[src/rtl/bfr_pkg.sv]
package bfr_pkg;

  // Default sizes
  localparam int TABLE_DEPTH_DEF = 256;
  localparam int GLYPH_BYTES_DEF = 4096;
  localparam int MAX_WIDTH_DEF   = 18;

  // Glyph address counter width: holds any base plus a full glyph, and GLYPH_BYTES itself
  localparam int GCNT_W = 17;

  // Display controller command bytes
  localparam logic [7:0] PAGE_CMD    = 8'hB0;
  localparam logic [7:0] COLH_CMD    = 8'h10;
  localparam logic [7:0] NIBBLE_MASK = 8'h0F;

  // Input item kinds
  typedef enum logic [1:0] {
    CMD_LOAD_ENTRY = 2'd0,
    CMD_LOAD_GLYPH = 2'd1,
    CMD_START      = 2'd2,
    CMD_DRAW       = 2'd3
  } cmd_t;

  // One font table entry
  typedef struct packed {
    logic [7:0]  code;
    logic [5:0]  width;
    logic [1:0]  height;
    logic [11:0] base;
  } font_entry_t;

  // Controller states
  typedef enum logic [3:0] {
    S_IDLE,
    S_FIRST,
    S_LAST,
    S_ISSUE,
    S_PROBE,
    S_HIT,
    S_PAGE,
    S_COLH,
    S_COLL,
    S_DATA
  } ctrl_state_t;

  // Font table read select
  typedef enum logic [1:0] {
    ENT_RD_NONE,
    ENT_RD_FIRST,
    ENT_RD_LAST,
    ENT_RD_MID
  } ent_rd_t;

  // Output word select
  typedef enum logic [2:0] {
    EM_NONE,
    EM_PAGE,
    EM_COLH,
    EM_COLL,
    EM_DATA
  } emit_t;

  // Controller to datapath
  typedef struct packed {
    logic    accept;
    ent_rd_t ent_rd;
    logic    search_init;
    logic    probe_step;
    logic    hit_latch;
    emit_t   emit;
    logic    row_next;
    logic    advance_col;
  } ctrl_cmd_t;

  // Datapath to controller
  typedef struct packed {
    logic n_zero;
    logic first_gt;
    logic last_lt;
    logic lo_lt_hi;
    logic probe_eq;
    logic height_zero;
    logic width_zero;
    logic row_last;
    logic byte_last;
    logic out_free;
  } dp_sts_t;

endpackage

[src/rtl/bfr_ctrl.sv]
module bfr_ctrl (
  input  logic              clk,
  input  logic              rst,
  input  logic              s_tvalid,
  input  bfr_pkg::cmd_t     in_cmd,
  input  bfr_pkg::dp_sts_t  sts,
  output logic              s_tready,
  output bfr_pkg::ctrl_cmd_t cmd
);
  import bfr_pkg::*;

  ctrl_state_t state, state_next;

  // State register
  always_ff @(posedge clk) begin
    if (rst) begin
      state <= S_IDLE;
    end else begin
      state <= state_next;
    end
  end

  // Next state
  always_comb begin
    state_next = state;
    case (state)
      S_IDLE: begin
        if (s_tvalid && in_cmd == CMD_DRAW && !sts.n_zero) begin
          state_next = S_FIRST;
        end
      end
      S_FIRST: state_next = sts.first_gt ? S_IDLE : S_LAST;
      S_LAST:  state_next = sts.last_lt ? S_IDLE : S_ISSUE;
      S_ISSUE: state_next = sts.lo_lt_hi ? S_PROBE : S_IDLE;
      S_PROBE: state_next = sts.probe_eq ? S_HIT : S_ISSUE;
      S_HIT:   state_next = sts.height_zero ? S_IDLE : S_PAGE;
      S_PAGE: begin
        if (sts.out_free) state_next = S_COLH;
      end
      S_COLH: begin
        if (sts.out_free) state_next = S_COLL;
      end
      S_COLL: begin
        if (sts.out_free) begin
          if (!sts.width_zero) state_next = S_DATA;
          else if (sts.row_last) state_next = S_IDLE;
          else state_next = S_PAGE;
        end
      end
      S_DATA: begin
        if (sts.out_free && sts.byte_last) begin
          state_next = sts.row_last ? S_IDLE : S_PAGE;
        end
      end
      default: state_next = S_IDLE;
    endcase
  end

  // Outputs
  always_comb begin
    s_tready        = 1'b0;
    cmd.accept      = 1'b0;
    cmd.ent_rd      = ENT_RD_NONE;
    cmd.search_init = 1'b0;
    cmd.probe_step  = 1'b0;
    cmd.hit_latch   = 1'b0;
    cmd.emit        = EM_NONE;
    cmd.row_next    = 1'b0;
    cmd.advance_col = 1'b0;
    case (state)
      S_IDLE: begin
        s_tready   = 1'b1;
        cmd.accept = s_tvalid;
        if (s_tvalid && in_cmd == CMD_DRAW && !sts.n_zero) cmd.ent_rd = ENT_RD_FIRST;
      end
      S_FIRST: begin
        if (!sts.first_gt) cmd.ent_rd = ENT_RD_LAST;
      end
      S_LAST: begin
        cmd.search_init = !sts.last_lt;
      end
      S_ISSUE: begin
        if (sts.lo_lt_hi) cmd.ent_rd = ENT_RD_MID;
      end
      S_PROBE: begin
        cmd.hit_latch  = sts.probe_eq;
        cmd.probe_step = !sts.probe_eq;
      end
      S_HIT: begin
        cmd.advance_col = sts.height_zero;
      end
      S_PAGE: begin
        if (sts.out_free) cmd.emit = EM_PAGE;
      end
      S_COLH: begin
        if (sts.out_free) cmd.emit = EM_COLH;
      end
      S_COLL: begin
        if (sts.out_free) begin
          cmd.emit = EM_COLL;
          if (sts.width_zero) begin
            cmd.advance_col = sts.row_last;
            cmd.row_next    = !sts.row_last;
          end
        end
      end
      S_DATA: begin
        if (sts.out_free) begin
          cmd.emit = EM_DATA;
          if (sts.byte_last) begin
            cmd.advance_col = sts.row_last;
            cmd.row_next    = !sts.row_last;
          end
        end
      end
      default: begin
        s_tready = 1'b0;
      end
    endcase
  end

  // Load a word only into a free output slot
  a_emit_free: assert property (@(posedge clk) disable iff (rst)
    (cmd.emit != EM_NONE) |-> sts.out_free)
    else $error("word emitted into a busy output slot");

  // No input taken while a character is in progress
  a_ready_quiet: assert property (@(posedge clk) disable iff (rst)
    s_tready |-> (cmd.emit == EM_NONE && !cmd.probe_step && !cmd.hit_latch))
    else $error("input ready during character work");

  // Column advance ends the character
  a_adv_idle: assert property (@(posedge clk) disable iff (rst)
    cmd.advance_col |=> (state == S_IDLE))
    else $error("column advanced before character end");

endmodule

[config.mk]
export PLATFORM = sky130hd
export DESIGN_NAME = bfr_ctrl
export DESIGN_NICKNAME = d
export VERILOG_FILES = /design/src/rtl/bfr_pkg.sv /design/src/rtl/bfr_ctrl.sv
export SDC_FILE = /design/constraint.sdc
export NUM_CORES = 1
export LEC_CHECK = 0
export BUFFER_PORTS_ARGS = -buffer_cell sky130_fd_sc_hd__buf_2
export CAP_MARGIN = 20
export CORE_AREA = 2 2 41 43
export CTS_CLUSTER_SIZE = 14
export DETAILED_ROUTE_END_ITERATION = 10
export DIE_AREA = 0 0 43 45
export PLACE_DENSITY_LB_ADDON = 0.1
export SLEW_MARGIN = 40
export SYNTH_ARGS = -nofsm -noshare
export SYNTH_HDL_FRONTEND = slang
export SYNTH_SLANG_ARGS = --single-unit
[constraint.sdc]
create_clock -name clk -period 1.5 [get_ports clk]
set_clock_uncertainty 0.05 [all_clocks]
set_input_delay 0.15 -clock clk [delete_from_list [all_inputs] [get_ports clk]]
set_output_delay 0.15 -clock clk [all_outputs]
set_load 0.01 [all_outputs]
==> results.md, run 1 <==
* RSZ-0062 raised after global routing: true
* Post-synth EDFFs at 0
* Final nets at roughly 130
* Clock power frac at 28.1%
* Final Critical Period at approximately 1600 ps
* Synth Area per Inst at 7.240 um^2
* Post-route insts no fill at 127
* DR top layer: met3
* P_int at around 0.00031 W
* ANT cells at 0
* Final period utilization at 106.7%
* Crit path arrival time at 1400 ps
* Post-synth top area share at 14.75%
* Total global routing overflow at 0
* Worst slew margin at 81.17%
* Peak supply drop at 0.3415 mV
* Fmax achieved at 624.8 MHz
* Num CTS Buffers at 3
* Longest Clk Path Bufs at 2
* Register area share after synthesis at 14.75%
* Yosys reg bits at 4
* Pins Over Slew Limit at 0
* Clock Sinks at 4
* Total track usage at a little under a fifth
* Pwr dens at 559.9 mW/mm^2
* Max H-tree Level at 1
* DR WL met3 at between 60 and 70 um
* Starting density of the core at 36.90%
* Mapped cell area at about 540 um^2
* DR pass1 iterations at 4
* Switching pwr at 0.0001623 W
* Hold Crit Depth at 2
* Routed len/inst at 13.23 um
* Top-count cell post-synth: a21oi_1
* Final Util at roughly 57%
* Max reg flops at 4
* Clock slew at reported path FFs at 40 ps
* Switch share at 34.63%
* Kind of critical path: flip-flop to output pin
* Port Buffers at 26
* Final Hold Viols at 0
* Multi-input gate area at 455.4 um^2
* Power, Total at 0.0004687 W
* Total Die Area at 0.001935 mm^2
* Number of global-route vias before repair at 637
* Vias at 713
* Detail Placement HPWL at approximately 1200 um
* WP data required at 1300 ps
* Register area at 92.59 um^2
* GP Congestion at 0.7251
* Primary FF master, synth: dfxtp_1
* Flop pwr share at 27.3%
* Worst min path class: input port to flip-flop
* Met1 Wirelength at about 740 um
* Final setup margin at -100.4 ps
* Layout cells sized above 1 at 52.25%
* Io pins at 27
* Root Driver: clkbuf_4
* CTS tree: done
* Outcome: complete, but fails checks
* Hold_buf cts at 0
* Core area at roughly 0.0015 mm^2
* Antenna Violating Nets Remaining at 0
* Post-synthesis cell type count at 37
* Dpl ws at -20.13 ps
* Synth-to-Final Area Change at 54.15%
* Clock latency on the worst-skew pair at 230 ps
* Violated checks: negative setup slack
* Biggest regs: state (4)
* Startpoint Class: flip-flop
* Synth Warn # at 0
* Top cell type by total area after synthesis: dfxtp_1
* Post-synth top cells: a21oi_1 (7), nor2_1 (6), o21ai_0 (6)
* Placed Cells at approximately 120
* Drc violations at 0
* First-pass GRT wire length at between 2000 and 3000 um
* Leak pwr at ~0.37 nW
* Metal2 WL at 870 um
* Filler cells at 154
* Final setup viols at 8
* Mapped Cells at between 70 and 80
* CP max FO at 8
* Slew @ Worst Pin at 280.1 ps
* FFs w/ async S/R, synth at 0%
* Syn_nets at 90
* Vias per inst at roughly 5.6
* Endpoint type of the worst setup path: output pin
* Reg with most FFs: state
* Initial drt markers at 8
* Placed Instance Area at 753.2 um^2
* Worst reg2reg path depth at 5
* # rows at 14
* Width of the die at 43 um
* Initial antenna violation count at 0
* Area contributors post-synth: dfxtp_1 (15%), nand4b_1 (8.1%), a21oi_1 (6.5%)
* WL final at between 1500 and 2000 um
* Number of max-cap violations at 0
* Die height at 45 um
* Gate power share at between 40% and 50%
* Largest net degree at the start of global routing at 15
* Fin area at 837.1 um^2
==> worst max-delay path: stages, from the launching register on <==
cell     delay [ps]
dfxtp_4         360
nor3b_2         230
buf_4           160
nand4_1         110
a21oi_1         160
buf_2           150
==> power by group through the flow <==
stage               combinational (W)  sequential [W]  clock, W
global placement             0.000195        0.000131         0
CTS                          0.000202        0.000127  0.000136
floorplan                    0.000109        0.000122         0
finish                       0.000209        0.000128  0.000132
global route                 0.000227        0.000128  0.000148
detailed placement           0.000197        0.000131         0
==> cells by family (layout without fill, tap and decap cells) <==
kind of cell | Yosys count | after routing | share of synthesized area (%)
compound gates | 22 | 22 | 26.04
buf+inv | 8 | 44 | 8.294
flops | 4 | 4 | 14.75
mux | 2 | 2 | 3.917
simple gates | 39 | 39 | 47.00
==> repair_timing <==
action / CTS / global route
pin swaps: 3 / 6
gates resized for setup: 11 / 5
endpoints found under the setup margin: 14 / 15
setup buffers: 2 / 0
==> area by class of cell <==
cell class	instances	share of cell area, %
Multi-Input combinational cell	63	54.41
Timing Repair Buffer	41	29.45
Sequential cell	4	11.06
Clock buffer	3	2.691
Tap cell	16	2.392
==> cell usage in the layout (no fill, tap or decap), types with 2 or more instances in the layout <==
cell,synthesis,final
nor3_1,3,2
a21oi_1,7,7
buf_2,3,26
o21ai_0,6,5
nand4b_1,5,5
nand2b_1,4,4
nor2b_1,2,2
nand2_1,4,4
dfxtp_4,0,3
o21ai_2,1,2
buf_4,1,14
nor2_1,6,5
clkbuf_4,0,3
and3_1,2,2
==> routing by layer <==
layer	GRT usage, %	up-vias
li1	-	358
met1	22.20	338
met2	33.94	17
met3	2.400	0
met4	3.636	0
met5	0	-
==> path summary, 6_finish.rpt <==
check / slack [ps] / startpoint / to
worst min register to register: 600 / state[3] / state[3]
worst max register to register: -60 / state[1] / state[1]
worst max-delay path: -100 / state[1] / cmd[0]
worst min-delay path: 70 / rst / state[2]
==> through the flow <==
stage          hold WS, ps  TNS [ps]
2_1_floorplan        169.1    -16.33
3_3_place_gp         313.2    -28.51
3_5_place_dp         307.6    -35.95
4_1_cts              59.55    -180.2
5_1_grt              66.92     -1159
6_report             65.70    -358.9
Note: power is estimated with default switching activity, not from simulation.
==> run 2: changes to the inputs <==
--- a/config.mk
+++ b/config.mk
@@ -13,4 +13,6 @@
 export DIE_AREA = 0 0 43 45
 export PLACE_DENSITY_LB_ADDON = 0.1
+export REMOVE_ABC_BUFFERS = 1
+export SKIP_LAST_GASP = 1
 export SLEW_MARGIN = 40
 export SYNTH_ARGS = -nofsm -noshare
==> constraint.sdc (replaced) <==
create_clock -name clk -period 1.5 [get_ports clk]
set_clock_uncertainty 0.05 [all_clocks]
set_input_delay 0.3 -clock clk [delete_from_list [all_inputs] [get_ports clk]]
set_output_delay 0.3 -clock clk [all_outputs]
set_load 0.01 [all_outputs]
==> run 2 against run 1 <==
Net effect: the run still ends with negative setup slack left; power is 19% higher; die area stayed put; register-to-register slack worse by 120 ps; fmax is 7.5% lower; utilization is 11 points higher; sequential power is 5% lower; critical path type unchanged; largest power group unchanged; highest routed layer unchanged.
==> results.md, run 2 (synthesis gave the netlist of run 1 again) <==
* Longest Clk Path Bufs at 2 (unchanged)
* Top delay family on crit path: simple AND/OR/NAND/NOR gates
* Slew @ Worst Pin at 290.7 ps (+10.55 ps)
* # rows at 14 (unchanged)
* Endpoint type of the worst setup path: output pin
* Final setup margin at -231.1 ps (-130.6 ps)
* FF-to-FF Start: state[2]
* ANT cells at 0 (unchanged)
* Commonest non-fill, non-tap cell in the layout: buf_2
* Routed len/inst at 13.71 um (+3.6%)
* CP Cell Sequence: buf_12 -> nor4_4 -> buf_4 -> and2_4 -> buf_6
* Switch share at 32.57% (-2.1 points)
* Worst min path class: input port to flip-flop
* Clock Sinks at 4 (unchanged)
* RSZ-0062 raised after global routing: true
* Dpl ws at -77.09 ps (-56.97 ps)
* Port Buffers at 26 (unchanged)
* Crit-path max cell delay at 350 ps (about the same)
* Synth-to-Final Area Change at 85.02%
* WL final at 1851 um (+10%)
* Total global routing overflow at 0 (unchanged)
* Hold path start: rst
* Slowest-stage cell, CP: dfxtp_4
* Largest net degree at the start of global routing at 10 (-5)
* Flop pwr share at 21.8% (-5.5 points)
* Kind of critical path: flip-flop to output pin
* Core area at 0.001471 mm^2 (unchanged)
* Total track usage at 21.06% (+3.0 points)
* Clock power frac at 24.0% (-4.1 points)
* Vias per inst at 5.481 (-2.4%)
* Max H-tree Level at 1 (unchanged)
* Detail Placement HPWL at 1268 um (+4.1%)
* Antenna Violating Nets Remaining at 0 (unchanged)
* Reg with most FFs: state
* Io pins at 27 (unchanged)
* Filler cells at 134 (-13%)
* Peak supply drop at 0.6130 mV (+80%)
* Worst reg2reg path depth at 6 (+1)
* Final Util at 68.28% (+11 points)
* Total Die Area at 0.001935 mm^2 (unchanged)
* CP max FO at 6 (-2)
* Outcome: complete, but fails checks
* Biggest regs: state (4)
* Die height at 45 um (unchanged)
* Width of the die at 43 um (unchanged)
* Fin area at 0.001005 mm^2 (+20%)
* DR pass1 iterations at 4 (unchanged)
* First-pass GRT wire length at 3132 um (+15%)
* Hold Crit Depth at 2 (unchanged)
* Startpoint Class: flip-flop
* Leak pwr at 0.4418 nW (+18%)
* Drc violations at 0 (unchanged)
* Vias at 740 (+3.8%)
* Final nets at 136 (+6.3%)
* Pwr dens at 555.2 mW/mm^2 (-0.85%)
* CTS tree: done
* Number of max-cap violations at 0 (unchanged)
* WP data required at 1150 ps (-150 ps)
* Worst slew margin at 80.62% (-0.54 points)
* Number of global-route vias before repair at 726 (+14%)
* Initial antenna violation count at 0 (unchanged)
* R2R Setup Slk at -180 ps (-120 ps)
* GP Congestion at 0.7790 (+7.4%)
* Crit path arrival time at 1380 ps (-20 ps)
* Final Hold Viols at 0 (unchanged)
* Worst Hold Margin at 210.7 ps (+145.1 ps)
* Initial drt markers at 6 (-2)
* Switching pwr at 0.0001817 W (+12%)
* Final period utilization at 115.4% (+8.7 points)
* Layout cells sized above 1 at 58.82% (+6.6 points)
* Starting density of the core at 36.90% (unchanged)
* Final setup viols at 16 (+8)
* Max reg flops at 4 (unchanged)
* Hold_buf cts at 0 (unchanged)
* Gate power share at 54.2% (+9.6 points)
* Buffers & Inverters on Critical Path at 3 (+1)
* Clock latency on the worst-skew pair at 240 ps (about the same)
* Num CTS Buffers at 3 (unchanged)
* Placed Instance Area at 798.3 um^2 (+6.0%)
* Violated checks: negative setup slack
* Fmax achieved at 577.7 MHz (-7.5%)
* Root Driver: clkbuf_4
* Final Critical Period at 1731 ps (+130.6 ps)
* P_int at 0.0003761 W (+23%)
* Reg2reg end: state[1]
* Most frequent cells in the layout: buf_2 (24), buf_4 (16), a21oi_1 (7)
* Pins Over Slew Limit at 0 (unchanged)
* Clock slew at reported path FFs at 40 ps (about the same)
* Worst Hold End: state[0]
[run 2: cell types whose count changed in the layout (fill, tap and decap cells not counted), moves of 2 or more]
cell,change
buf_6,+5
buf_12,+3
buf_2,-2
buf_4,+2
[run 2: cell type report]
class / count / area (um^2) / area share (%)
well taps: 16 / 20.02 / 1.993
flip-flops and latches: 4 / 92.59 / 9.215
clock buffers: 3 / 22.52 / 2.242
repair buffers: 49 / 367.9 / 36.61
multi-input cells: 63 / 501.7 / 49.94
[run 2: power by group through the flow]
stage	sequential, W	clock (W)	combinational [W]
4_1_cts	0.000122	0.000141	0.000279
5_1_grt	0.000122	0.000152	0.000330
3_3_place_gp	0.000125	0	0.000215
2_1_floorplan	0.000142	0	0.0000801
6_report	0.000122	0.000134	0.000302
3_5_place_dp	0.000125	0	0.000220
[run 2: through the flow]
stage | setup TNS [ps] | total power (W) | std cells
floorplan | -1011 | 0.0002217 | 67
detailed placement | -381.6 | 0.0003456 | 124
global route | -3816 | 0.0006047 | 135
finish | -2391 | 0.0005578 | 135
CTS | -2596 | 0.0005411 | 133
global placement | -501.2 | 0.0003401 | 124
[run 2: worst max path at each step]
stage | cells after the start | from | slack (ps) | endpoint
2_1_floorplan | 5 | state[0] | -160 | state[3]
5_1_grt | 5 | state[2] | -300 | cmd[10]
3_5_place_dp | 5 | state[2] | -80 | state[1]
3_3_place_gp | 5 | state[2] | -80 | state[1]
4_1_cts | 4 | state[2] | -220 | cmd[2]
6_report | 5 | state[0] | -230 | cmd[10]
[run 2: metal layers]
| layer | part of all wire [%] | GRT usage, % | vias to the layer above |
|---|---|---|---|
| li1 | - | - | 373 |
| met1 | 42 | 25.49 | 345 |
| met2 | 53 | 39.70 | 22 |
| met3 | 4.6 | 6.000 | 0 |
| met4 | 0 | 0 | 0 |
| met5 | 0 | 0 | - |
[run 2: what timing repair did]
item	CTS	global route
endpoints found under the setup margin	16	16
hold endpoints to repair	0	0
gates cloned	0	0
resized for setup	23	6
pin swaps	8	0
buffers inserted	6	2
[run 2: worst reg2reg max path, stage by stage (launching register included)]
cell,delay (ps)
dfxtp_4,370
or3b_4,420
buf_4,150
o22a_1,200
o21ai_2,200
nand2_1,90
a21oi_1,120
==> run 3: changes to the inputs <==
- CORE_AREA: 2 2 41 43 -> 2 2 39 41
- DIE_AREA: 0 0 43 45 -> 0 0 41 43
- clock period: 1.5 -> 1.68 ns (I/O delays scaled with it)
==> run 3 against run 2 <==
Net effect: the flow still finishes with violations (negative setup slack); combinational power shrank 35%; cell count down 4.4%; critical path depth shrank 1; worst hold slack better by 42 ps; non-clock buffer count fell by 6; routed wire length down 12%; via count shrank 5.9%; global-route usage decreased by 0.68 points; flip-flop and latch count is the same.
==> results.md, run 3 (synthesis gave the netlist of run 1 again) <==
* Pins Over Slew Limit at 0 (unchanged)
* CTS tree: done
* Fmax achieved at 577.4 MHz
* Largest net degree at the start of global routing at 12 (+2)
* Starting density of the core at 39.24% (+2.3 points)
* Slew @ Worst Pin at 352.3 ps (+61.59 ps)
* Width of the die at 41 um (-4.7%)
* Power, Total at 0.0004327 W (-22%)
* Final Util at 65.82% (-2.5 points)
* RSZ-0062 raised after global routing: true
* Commonest non-fill, non-tap cell in the layout: buf_2
* Root Driver: clkbuf_4
* Vias per inst at 5.395 (-1.6%)
* Final period utilization at 103.1%
* Clock slew at reported path FFs at 40 ps (about the same)
* Kind of critical path: flip-flop to output pin
* Num CTS Buffers at 3 (unchanged)
* Final setup viols at 2 (-14)
* CP max FO at 5 (-1)
* WL final at 1628 um (-12%)
* ANT cells at 0 (unchanged)
* Peak supply drop at 0.2568 mV (-58%)
* Violated checks: negative setup slack
* Worst min path class: input port to flip-flop
* Hold_buf cts at 0 (unchanged)
* Slowest-stage cell, CP: or3b_4
* Initial antenna violation count at 0 (unchanged)
* Initial drt markers at 11 (+5)
* Buffers & Inverters on Critical Path at 1 (-2)
* Longest Clk Path Bufs at 2 (unchanged)
* Die height at 43 um (-4.4%)
* Number of global-route vias before repair at 567 (-22%)
* Most frequent cells in the layout: buf_2 (26), buf_4 (13), nand4b_1 (5), nor2_1 (5), o21ai_0 (5)
* Io pins at 27 (unchanged)
* Outcome: complete, but fails checks
* Clock Sinks at 4 (unchanged)
* Antenna Violating Nets Remaining at 0 (unchanged)
* Max H-tree Level at 1 (unchanged)
* Reg with most FFs: state
* DR pass1 iterations at 4 (unchanged)
* Drc violations at 0 (unchanged)
* Port Buffers at 26 (unchanged)
* Clock latency on the worst-skew pair at 240 ps (about the same)
* Startpoint Class: flip-flop
* # rows at 14 (unchanged)
* Core area at 0.001384 mm^2 (-6.0%)
* Max reg flops at 4 (unchanged)
* Biggest regs: state (4)
* CP Cell Sequence: or3b_4 -> o21ai_1 -> and3b_1 -> buf_2
* Final nets at 130 (-4.4%)
* Leak pwr at 0.3950 nW (-11%)
* Top delay family on crit path: simple AND/OR/NAND/NOR gates
* Final Critical Period at roughly 1700 ps
* WP data required at 1290 ps (+140 ps)
* Final Hold Viols at 0 (unchanged)
* Worst slew margin at 76.32% (-4.3 points)
* Total global routing overflow at 0 (unchanged)
* Number of max-cap violations at 0 (unchanged)
* GP Congestion at 0.8487 (+8.9%)
* Crit-path max cell delay at 400 ps (+50 ps)
* Final setup margin at -51.89 ps (+179.2 ps)
* Vias at 696 (-5.9%)
* Detail Placement HPWL at 1152 um (-9.1%)
* Routed len/inst at 12.62 um (-8.0%)
* Total track usage at 20.38% (-0.68 points)
* First-pass GRT wire length at 2442 um (-22%)
* Endpoint type of the worst setup path: output pin
* Pwr dens at 475.0 mW/mm^2 (-14%)
* Layout cells sized above 1 at 58.41% (-0.42 points)
* Synth-to-Final Area Change at 67.74%
* Crit path arrival time at 1350 ps (-30 ps)
* Total Die Area at 0.001763 mm^2 (-8.9%)
run 3: changes by cell type in the layout (fill, tap and decap cells not counted), sizes merged:
cell / delta
buf: -6
run 3: layout make-up:
cell class                      count  area, um^2
Clock buffer                        3       22.52
Fill cell                         122       473.0
Multi-Input combinational cell     63       510.5
Sequential cell                     4       92.59
Tap cell                           16       20.02
Timing Repair Buffer               43       265.3
run 3: worst register-to-register path: stages (launching register included):
cell     delay (ps)
dfxtp_4         360
or3b_4          400
buf_4           150
o22a_1          200
o21ai_2         190
nand2_2         100
a21oi_2         130
run 3: timing repair:
item                       in CTS  in global routing
pin swaps                       2                  7
setup buffers                   3                  3
setup endpoints to repair      11                 13
gates resized for setup        12                 17
hold endpoints to repair        0                  0
run 3: layer usage:
layer  up-vias  global-route usage [%]  wire length [um]
li1        365                       -                 -
met5         -                       0                 0
met3         2                   3.141                81
met4         0                   8.000                12
met1       307                   25.40               696
met2        22                   33.13               838
run 3: power breakdown:
| group | internal [W] | leakage, nW | switching, W | total (W) |
|---|---|---|---|---|
| combinational | 0.0000991 | 0.346 | 0.0000961 | 0.000195 |
| clock | 0.0000800 | 0.0138 | 0.0000417 | 0.000122 |
| sequential | 0.000101 | 0.0352 | 0.0000150 | 0.000116 |
run 3: final timing paths:
path	start	slack, ps	to	cells past startpoint
max reg2reg	state[1]	40	state[1]	6
min reg2reg	state[2]	660	state[2]	3
max	state[1]	-50	cmd[2]	4
min	rst	250	state[0]	2
run 3: metrics by stage:
step	setup slack, ps	cells	TNS, ps	hold slack (ps)	instance area, um^2
after floorplan	23.12	67	0	355.1	498.0
after global placement	78.35	120	0	493.9	730.7
after detailed placement	62.56	120	0	494.1	730.7
after CTS	-40.90	126	-154.4	235.6	813.3
after global routing	-94.54	129	-514.8	269.1	910.9
final	-51.89	129	-58.89	253.0	910.9
